--- src/ple_pkg.sv ---
package ple_pkg;

  typedef enum logic [2:0] {
    K_INSERT     = 3'd0,
    K_REMOVE     = 3'd1,
    K_GET        = 3'd2,
    K_FIND       = 3'd3,
    K_REMOVE_VAL = 3'd4
  } kind_t;

  typedef enum logic [1:0] {
    RD_POS  = 2'd0,
    RD_PREV = 2'd1,
    RD_CUR  = 2'd2,
    RD_NEXT = 2'd3
  } rd_sel_t;

  typedef enum logic [2:0] {
    IDX_HOLD  = 3'd0,
    IDX_COUNT = 3'd1,
    IDX_POS   = 3'd2,
    IDX_ZERO  = 3'd3,
    IDX_INC   = 3'd4,
    IDX_DEC   = 3'd5
  } idx_op_t;

  typedef struct packed {
    logic    load;
    logic    rd_en;
    rd_sel_t rd_sel;
    logic    wr_en;
    logic    wr_word;
    idx_op_t idx_op;
    logic    cnt_inc;
    logic    cnt_dec;
    logic    set_err;
    logic    take_word;
    logic    mark_hit;
    logic    emit;
  } cmd_t;

  typedef struct packed {
    kind_t kind;
    logic  ins_bad;
    logic  idx_bad;
    logic  at_pos;
    logic  scan_end;
    logic  match;
    logic  last;
  } stat_t;

endpackage

--- src/ple_datapath.sv ---
module ple_datapath import ple_pkg::*; #(
  parameter int DEPTH     = 64,
  parameter int WORD_BITS = 32
) (
  input  logic        clk,
  input  logic        rst,
  input  logic [2:0]  kind,
  input  logic [6:0]  position,
  input  logic [31:0] word,
  input  cmd_t        cmd,
  output stat_t       stat,
  output logic        done,
  output logic [31:0] out_word,
  output logic [5:0]  out_position,
  output logic        hit,
  output logic        status,
  output logic [6:0]  length
);

  localparam int CW = $clog2(DEPTH + 1);
  localparam int AW = $clog2(DEPTH);
  localparam int PW = (CW > 7) ? CW : 7;

  logic [WORD_BITS-1:0] mem [DEPTH];

  kind_t                kind_r;
  logic [PW-1:0]        pos_r;
  logic [WORD_BITS-1:0] word_r;
  logic [CW-1:0]        count;
  logic [CW-1:0]        idx;
  logic [CW-1:0]        idx_next;
  logic [WORD_BITS-1:0] rd_data;
  logic [WORD_BITS-1:0] res_word;
  logic [CW-1:0]        hit_pos;
  logic                 hit_r;
  logic                 err_r;
  logic [AW-1:0]        rd_addr;
  logic [WORD_BITS-1:0] wr_data;

  always_comb begin
    case (cmd.rd_sel)
      RD_POS:  rd_addr = AW'(pos_r);
      RD_PREV: rd_addr = AW'(idx - CW'(1));
      RD_CUR:  rd_addr = AW'(idx);
      RD_NEXT: rd_addr = AW'(idx + CW'(1));
      default: rd_addr = AW'(idx);
    endcase
  end

  assign wr_data = cmd.wr_word ? word_r : rd_data;

  always_ff @(posedge clk) begin
    if (cmd.wr_en) begin
      mem[AW'(idx)] <= wr_data;
    end
    if (cmd.rd_en) begin
      rd_data <= mem[rd_addr];
    end
  end

  always_comb begin
    case (cmd.idx_op)
      IDX_HOLD:  idx_next = idx;
      IDX_COUNT: idx_next = count;
      IDX_POS:   idx_next = CW'(pos_r);
      IDX_ZERO:  idx_next = '0;
      IDX_INC:   idx_next = idx + CW'(1);
      IDX_DEC:   idx_next = idx - CW'(1);
      default:   idx_next = idx;
    endcase
  end

  always_ff @(posedge clk) begin
    if (rst) begin
      count <= '0;
      idx   <= '0;
      done  <= 1'b0;
    end else begin
      idx  <= idx_next;
      done <= cmd.emit;
      if (cmd.cnt_inc) begin
        count <= count + CW'(1);
      end else if (cmd.cnt_dec) begin
        count <= count - CW'(1);
      end
    end
  end

  always_ff @(posedge clk) begin
    if (cmd.load) begin
      kind_r   <= kind_t'(kind);
      pos_r    <= PW'(position);
      word_r   <= WORD_BITS'(word);
      res_word <= '0;
      hit_r    <= 1'b0;
      hit_pos  <= '0;
      err_r    <= 1'b0;
    end else begin
      if (cmd.set_err) begin
        err_r <= 1'b1;
      end
      if (cmd.take_word) begin
        res_word <= rd_data;
      end
      if (cmd.mark_hit) begin
        hit_r   <= 1'b1;
        hit_pos <= idx;
      end
    end
    if (cmd.emit) begin
      out_word     <= 32'(res_word);
      out_position <= 6'(hit_pos);
      hit          <= hit_r;
      status       <= err_r;
      length       <= 7'(count);
    end
  end

  always_comb begin
    stat.kind     = kind_r;
    stat.ins_bad  = (pos_r > PW'(count)) || (count >= CW'(DEPTH));
    stat.idx_bad  = pos_r >= PW'(count);
    stat.at_pos   = PW'(idx) == pos_r;
    stat.scan_end = idx == count;
    stat.match    = rd_data == word_r;
    stat.last     = ((CW + 1)'(idx) + (CW + 1)'(1)) >= (CW + 1)'(count);
  end

endmodule

--- src/ple_ctrl.sv ---
module ple_ctrl import ple_pkg::*; (
  input  logic  clk,
  input  logic  rst,
  input  logic  start,
  input  stat_t stat,
  output cmd_t  cmd,
  output logic  busy
);

  typedef enum logic [10:0] {
    S_IDLE     = 11'b00000000001,
    S_DECODE   = 11'b00000000010,
    S_INS_CHK  = 11'b00000000100,
    S_INS_WR   = 11'b00000001000,
    S_TAKE     = 11'b00000010000,
    S_GET      = 11'b00000100000,
    S_SCAN     = 11'b00001000000,
    S_CMP      = 11'b00010000000,
    S_MOVE_CHK = 11'b00100000000,
    S_MOVE_WR  = 11'b01000000000,
    S_FINISH   = 11'b10000000000
  } state_t;

  state_t state;
  state_t state_next;

  always_ff @(posedge clk) begin
    if (rst) begin
      state <= S_IDLE;
    end else begin
      state <= state_next;
    end
  end

  assign busy = state != S_IDLE;

  always_comb begin
    cmd        = '0;
    cmd.rd_sel = RD_CUR;
    cmd.idx_op = IDX_HOLD;
    state_next = state;
    case (state)
      S_IDLE: begin
        if (start) begin
          cmd.load   = 1'b1;
          state_next = S_DECODE;
        end
      end
      S_DECODE: begin
        case (stat.kind)
          K_INSERT: begin
            if (stat.ins_bad) begin
              cmd.set_err = 1'b1;
              state_next  = S_FINISH;
            end else begin
              cmd.idx_op = IDX_COUNT;
              state_next = S_INS_CHK;
            end
          end
          K_REMOVE, K_GET: begin
            if (stat.idx_bad) begin
              cmd.set_err = 1'b1;
              state_next  = S_FINISH;
            end else begin
              cmd.rd_en  = 1'b1;
              cmd.rd_sel = RD_POS;
              state_next = (stat.kind == K_GET) ? S_GET : S_TAKE;
            end
          end
          K_FIND, K_REMOVE_VAL: begin
            cmd.idx_op = IDX_ZERO;
            state_next = S_SCAN;
          end
          default: begin
            cmd.set_err = 1'b1;
            state_next  = S_FINISH;
          end
        endcase
      end
      S_INS_CHK: begin
        if (stat.at_pos) begin
          cmd.wr_en   = 1'b1;
          cmd.wr_word = 1'b1;
          cmd.cnt_inc = 1'b1;
          state_next  = S_FINISH;
        end else begin
          cmd.rd_en  = 1'b1;
          cmd.rd_sel = RD_PREV;
          state_next = S_INS_WR;
        end
      end
      S_INS_WR: begin
        cmd.wr_en  = 1'b1;
        cmd.idx_op = IDX_DEC;
        state_next = S_INS_CHK;
      end
      S_TAKE: begin
        cmd.take_word = 1'b1;
        cmd.idx_op    = IDX_POS;
        state_next    = S_MOVE_CHK;
      end
      S_GET: begin
        cmd.take_word = 1'b1;
        state_next    = S_FINISH;
      end
      S_SCAN: begin
        if (stat.scan_end) begin
          cmd.set_err = 1'b1;
          state_next  = S_FINISH;
        end else begin
          cmd.rd_en  = 1'b1;
          cmd.rd_sel = RD_CUR;
          state_next = S_CMP;
        end
      end
      S_CMP: begin
        if (stat.match) begin
          cmd.mark_hit = 1'b1;
          if (stat.kind == K_FIND) begin
            state_next = S_FINISH;
          end else begin
            cmd.take_word = 1'b1;
            state_next    = S_MOVE_CHK;
          end
        end else begin
          cmd.idx_op = IDX_INC;
          state_next = S_SCAN;
        end
      end
      S_MOVE_CHK: begin
        if (stat.last) begin
          cmd.cnt_dec = 1'b1;
          state_next  = S_FINISH;
        end else begin
          cmd.rd_en  = 1'b1;
          cmd.rd_sel = RD_NEXT;
          state_next = S_MOVE_WR;
        end
      end
      S_MOVE_WR: begin
        cmd.wr_en  = 1'b1;
        cmd.idx_op = IDX_INC;
        state_next = S_MOVE_CHK;
      end
      S_FINISH: begin
        cmd.emit   = 1'b1;
        state_next = S_IDLE;
      end
      default: begin
        state_next = S_IDLE;
      end
    endcase
  end

endmodule

--- src/positional_list_engine.sv ---
// Channel  | Handshake           | Signals
// ---------+---------------------+--------------------------------------------
// request  | start & !busy       | kind, position, word
// result   | done (one cycle)    | out_word, out_position, hit, status, length
//
// One request at a time; busy stays high from the accepting edge until done.
// Insert shifts the entries at and above position up, remove shifts those
// above position down, get reads one entry, find scans from entry 0 to the
// first match, and remove-value scans and then shifts; errors set status.
// Each moved or scanned entry takes a read, then a write or compare, on one port.
// rst clears the count; entries are not cleared. The receiver cannot stall.
module positional_list_engine import ple_pkg::*; #(
  parameter int DEPTH     = 64,
  parameter int WORD_BITS = 32
) (
  input  logic        clk,
  input  logic        rst,
  input  logic        start,
  output logic        busy,
  input  logic [2:0]  kind,
  input  logic [6:0]  position,
  input  logic [31:0] word,
  output logic        done,
  output logic [31:0] out_word,
  output logic [5:0]  out_position,
  output logic        hit,
  output logic        status,
  output logic [6:0]  length
);

  cmd_t  cmd;
  stat_t stat;

  ple_ctrl u_ctrl (
    .clk   (clk),
    .rst   (rst),
    .start (start),
    .stat  (stat),
    .cmd   (cmd),
    .busy  (busy)
  );

  ple_datapath #(
    .DEPTH     (DEPTH),
    .WORD_BITS (WORD_BITS)
  ) u_datapath (
    .clk          (clk),
    .rst          (rst),
    .kind         (kind),
    .position     (position),
    .word         (word),
    .cmd          (cmd),
    .stat         (stat),
    .done         (done),
    .out_word     (out_word),
    .out_position (out_position),
    .hit          (hit),
    .status       (status),
    .length       (length)
  );

endmodule
--- config.mk ---
export PLATFORM = sky130hd
export DESIGN_NAME = positional_list_engine
export DESIGN_NICKNAME = d
export VERILOG_FILES = /design/src/ple_pkg.sv /design/src/ple_datapath.sv /design/src/ple_ctrl.sv /design/src/positional_list_engine.sv
export SDC_FILE = /design/constraint.sdc
export NUM_CORES = 2
export LEC_CHECK = 0
export BUFFER_PORTS_ARGS = -buffer_cell sky130_fd_sc_hd__buf_2
export CAP_MARGIN = 20
export CORE_MARGIN = 2
export CORE_UTILIZATION = 63
export DETAILED_ROUTE_END_ITERATION = 10
export PLACE_DENSITY = 0.83
export SLEW_MARGIN = 20
export SYNTH_ARGS = -nofsm -noshare
export SYNTH_HDL_FRONTEND = slang
export SYNTH_HIERARCHICAL = 1
export SYNTH_SLANG_ARGS = --single-unit
--- constraint.sdc ---
create_clock -name clk -period 5.8 [get_ports clk]
set_input_delay 0.58 -clock clk [delete_from_list [all_inputs] [get_ports clk]]
set_output_delay 0.58 -clock clk [all_outputs]
set_load 0.005 [all_outputs]
==> summary.txt <==
SYNTH
--------------------------------------------------------------------------------
Number of synthesized register bits                                         2235
Post-synth EDFFs                                                            2169
Commonest register cell after synthesis                             sky130_fd_sc_hd__edfxtp_1
Count of unique library cells instantiated by Yosys                           82
Asr flop ratio synth                                                           0
Synthesized net count                                                       5820
Cell with the most instances after synthesis                        sky130_fd_sc_hd__edfxtp_1
Instance count of the mapped netlist                                        5753
Largest cells by area after synthesis                               sky130_fd_sc_hd__edfxtp_1 74%, sky130_fd_sc_hd__mux4_2 6.4%, sky130_fd_sc_hd__nand2_1 4.2%
Netlist Area Pre-Place                                                 88560 µm²
Avg Cell Area, Syn                                                     15.39 µm²
Cell types with the highest counts after synthesis                  2169 x sky130_fd_sc_hd__edfxtp_1, 992 x sky130_fd_sc_hd__nand2_1, 686 x sky130_fd_sc_hd__nand3_1, 433 x sky130_fd_sc_hd__nor2_1, 250 x sky130_fd_sc_hd__mux4_2
Largest area contributor in the synthesized netlist                 sky130_fd_sc_hd__edfxtp_1
Yosys synthesis warning count                                                  6
Part of the Yosys area used for sequential elements                       0.7504
Yosys top cell area share                                                 0.7355

MIN PATH
--------------------------------------------------------------------------------
Origin of the worst min-delay path                                         start
Worst Hold Path Cells                                                          3
Class of the tightest hold or removal check                               in2reg
End point of the worst hold path                                    u_ctrl/state[1]

GLOBAL ROUTE
--------------------------------------------------------------------------------
Number of antenna violations at the first check in global routing             13
Largest net degree at the start of global routing                            148
Overall routing resource usage                                            0.3587
Global-route wire length before repair                                 368900 µm
Overflow after GRT                                                             0
Via count of the first global-routing pass                                 54740

FLOORPLANNING
--------------------------------------------------------------------------------
Die height                                                              378.9 µm
Effective utilization at floorplan                                        0.6347
Total core area                                                       139500 µm²
Die area                                                              143600 µm²
Count of standard-cell rows                                                  137
Overall die width                                                       378.9 µm
Top Ports                                                                     94

TIMING
--------------------------------------------------------------------------------
Setup TNS                                                                   0 ns
Share of the cycle needed by the critical path after routing              0.9708
Worst max-slew margin expressed relative to the limit                     0.1849
Setup violation total in the final timing report                               0
Hold Vio Cnt, Final                                                            0
RSZ-0062 raised after global routing                                          no
Pin slew with the least headroom to its limit                           1.223 ns
Number of pins with negative max-slew slack in the final report                0
Final Critical Period                                                   5.630 ns
Clock skew                                                            0.02177 ns
Achievable Freq                                                        177.6 MHz

CRITICAL PATH
--------------------------------------------------------------------------------
Element type at the critical path start                                 register
Data arrival time of the worst path                                      6.18 ns
R2r endpoint                                                        u_datapath/rd_data[11]
Worst Path Max Fanout                                                         47
Sort of element at the end of the critical path                         register
Worst endpoint required time                                             6.35 ns
Worst setup slack for register-to-register paths                         0.17 ns
Crit Path Class                                                          reg2reg
Worst R2R Start                                                     u_datapath/count[4]
R2r worst-path depth                                                          21

PWR
--------------------------------------------------------------------------------
Share of total power consumed by net switching                            0.2123
PwrDens                                                             322.9 nW/µm²
IR drop worst, VDD                                                     0.3178 mV
Net load switching power                                                 6829 µW
Reg power frac                                                             0.546
Internal portion of total power                                         25340 µW
Relative contribution of the clock network to total power                  0.413
Combinational group share of total power                                   0.041
Leakage power                                                         0.03322 µW

PLACEMENT
--------------------------------------------------------------------------------
Number of placed cells counting well taps                                   7605
Estimated wirelength of the detail-placed design                       143700 µm
Buffers added on ports                                                        93
Routability cong.                                                         0.9320

DETAILED ROUTING
--------------------------------------------------------------------------------
Number of remaining DRC errors                                                 0
Drt pass-1 iters                                                               7
First DRT Iteration DRCs                                                   10200
Remaining antenna violation count after routing                                0
Wire length reported by the detailed router                            257000 µm
Wirelength per Cell                                                     32.04 µm
Via density per instance                                                   6.973
Via count                                                                  55930

CLOCKING
--------------------------------------------------------------------------------
Clock Tree Buf Depth                                                           3
TritonCTS sink count                                                        2235
Number of H-tree levels                                                        4
Number of buffers inserted during clock tree synthesis                       203
CTS tree                                                                     yes
Worst-path clk slew                                                      0.06 ns
Post-CTS setup buffer count                                                    0
Clock root buffer                                                   sky130_fd_sc_hd__clkbuf_16
Clock insertion delay at the later pin of the skew report                0.85 ns

RUN
--------------------------------------------------------------------------------
Max-cap violations                                                             0

LAYOUT
--------------------------------------------------------------------------------
Number of non-filler instances in the completed layout                      8021
Area growth syn-to-layout                                                 12.49%
Number of nets in the layout                                                6043
Share of layout cells above drive strength 1                              0.1661

STATUS
--------------------------------------------------------------------------------
Run status                                                          complete, no violations

## worst max path at each step
stage / startpoint / to / slack, ns / cells after the start
6_report: u_datapath/count[4] / u_datapath/rd_data[11] / 0.17 / 21
3_3_place_gp: u_datapath/idx[0] / u_datapath/rd_data[21] / 0.22 / 23
3_5_place_dp: u_datapath/idx[0] / u_datapath/rd_data[12] / 0.23 / 23
4_1_cts: u_datapath/count[4] / u_datapath/rd_data[12] / 0.13 / 19
5_1_grt: u_datapath/count[4] / u_datapath/rd_data[21] / 0.05 / 22
2_1_floorplan: u_ctrl/state[1] / u_datapath/hit / 0.88 / 3
## cell families (layout without fill, tap and decap cells)
group                    Yosys count  in the layout  synth area share
AND/OR/NAND/NOR                 2304           2304            0.1136
flip-flops                      2235           2235            0.7504
buffers and inverters            381            770           0.02068
AO/OA/AOI/OAI                    379            379           0.02824
multiplexers                     367            367           0.07740
XOR/XNOR                          65             65          0.006429
adder cells (fa/ha/maj)           22             22          0.003193
other                              0              3                 0
## registers in the layout (all words and copies together) (netlist names), 11 cells and up
name / flops
u_ctrl/state: 11
u_datapath/mem: 2048
u_datapath/out_word: 32
u_datapath/rd_data: 32
u_datapath/res_word: 32
u_datapath/word_r: 32
## timing repair
item / CTS / global route
hold buffers: 42 / 0
endpoints found under the hold margin: 42 / 0
gates resized for setup: 0 / 20
endpoints found under the setup margin: 0 / 30
## layout by cell type (no fill, tap or decap), drive strengths merged, types with 5 or more instances in the layout
| cell | Yosys | layout |
|---|---|---|
| clkinvlp | 0 | 7 |
| dfxtp | 66 | 66 |
| ha | 21 | 21 |
| xor2 | 49 | 49 |
| o21ai | 68 | 68 |
| nand2 | 994 | 994 |
| mux4 | 250 | 250 |
| mux2 | 36 | 36 |
| xnor2 | 16 | 16 |
| clkbuf | 112 | 260 |
| a211oi | 14 | 14 |
| clkinv | 1 | 77 |
| a31oi | 35 | 35 |
| nand3 | 690 | 690 |
| buf | 245 | 333 |
| nand2b | 5 | 5 |
| or3 | 64 | 64 |
| nor2 | 435 | 435 |
| mux2i | 81 | 81 |
| edfxtp | 2169 | 2169 |
| a21oi | 125 | 125 |
| nor2b | 13 | 13 |
| inv | 23 | 33 |
| nor4 | 15 | 15 |
| dlygate4sd3 | 0 | 42 |
| o311ai | 63 | 63 |
| a21o | 11 | 11 |
| nor3 | 13 | 13 |
| bufinv | 0 | 18 |
| o211ai | 38 | 38 |
| nand4 | 45 | 45 |
| and3 | 9 | 9 |
## critical path, cell delays in order, from the launching register on
cell and delay (ns):
sky130_fd_sc_hd__dfxtp_1 0.48, sky130_fd_sc_hd__inv_1 0.21, sky130_fd_sc_hd__ha_1 0.34, sky130_fd_sc_hd__a21oi_1 0.14, sky130_fd_sc_hd__nor2b_1 0.07, sky130_fd_sc_hd__o21ai_0 0.21, sky130_fd_sc_hd__o21ai_0 0.12, sky130_fd_sc_hd__nor2_1 0.12
sky130_fd_sc_hd__o21ai_0 0.22, sky130_fd_sc_hd__nor3_1 0.33, sky130_fd_sc_hd__a21boi_2 0.10, sky130_fd_sc_hd__buf_4 0.25, sky130_fd_sc_hd__xnor2_2 0.30, sky130_fd_sc_hd__mux2_8 0.60, sky130_fd_sc_hd__buf_16 0.34, sky130_fd_sc_hd__buf_4 0.25
sky130_fd_sc_hd__mux4_2 0.31, sky130_fd_sc_hd__nand2_1 0.13, sky130_fd_sc_hd__a21oi_1 0.13, sky130_fd_sc_hd__nor2_1 0.14, sky130_fd_sc_hd__buf_4 0.27, sky130_fd_sc_hd__o211ai_1 0.18
## per-stage QoR
step	hold slack [ns]	utilization	cell area, µm²	setup WS (ns)	total power, µW
2_1_floorplan	0.4076	-	88560	0.8784	18660
3_3_place_gp	0.4146	0.6621	92380	0.2243	19070
3_5_place_dp	0.4148	0.6636	92590	0.2347	19100
6_report	0.06179	0.7140	99620	0.1695	32170
4_1_cts	0.02226	0.7132	99520	0.1287	32100
5_1_grt	0.05021	0.7139	99610	0.05032	32750
## area by class of cell
class / count / area (µm²)
antenna: 3 / 7.507
clock buffer: 260 / 5398
clock inverter: 111 / 1112
fill: 7703 / 39910
inverter: 24 / 90.09
multi-input combinational: 3137 / 20930
sequential: 2235 / 66460
tap: 1876 / 2347
timing repair buffer: 375 / 3277
## per-layer routing
layer	up-vias	GRT usage	share of wire
li1	22220	-	-
met1	27200	0.4588	0.31
met2	5394	0.5415	0.45
met3	1109	0.1108	0.16
met4	18	0.2224	0.075
met5	-	0	0.00047
## power groups by stage
stage / combinational (µW) / clock, µW / sequential [µW]
after CTS: 1260 / 13300 / 17600
after global placement: 1170 / 0 / 17900
final: 1320 / 13300 / 17600
after detailed placement: 1210 / 0 / 17900
after floorplan: 785 / 0 / 17900
after global routing: 1370 / 13800 / 17500
Note: power is estimated with default switching activity, not from simulation.
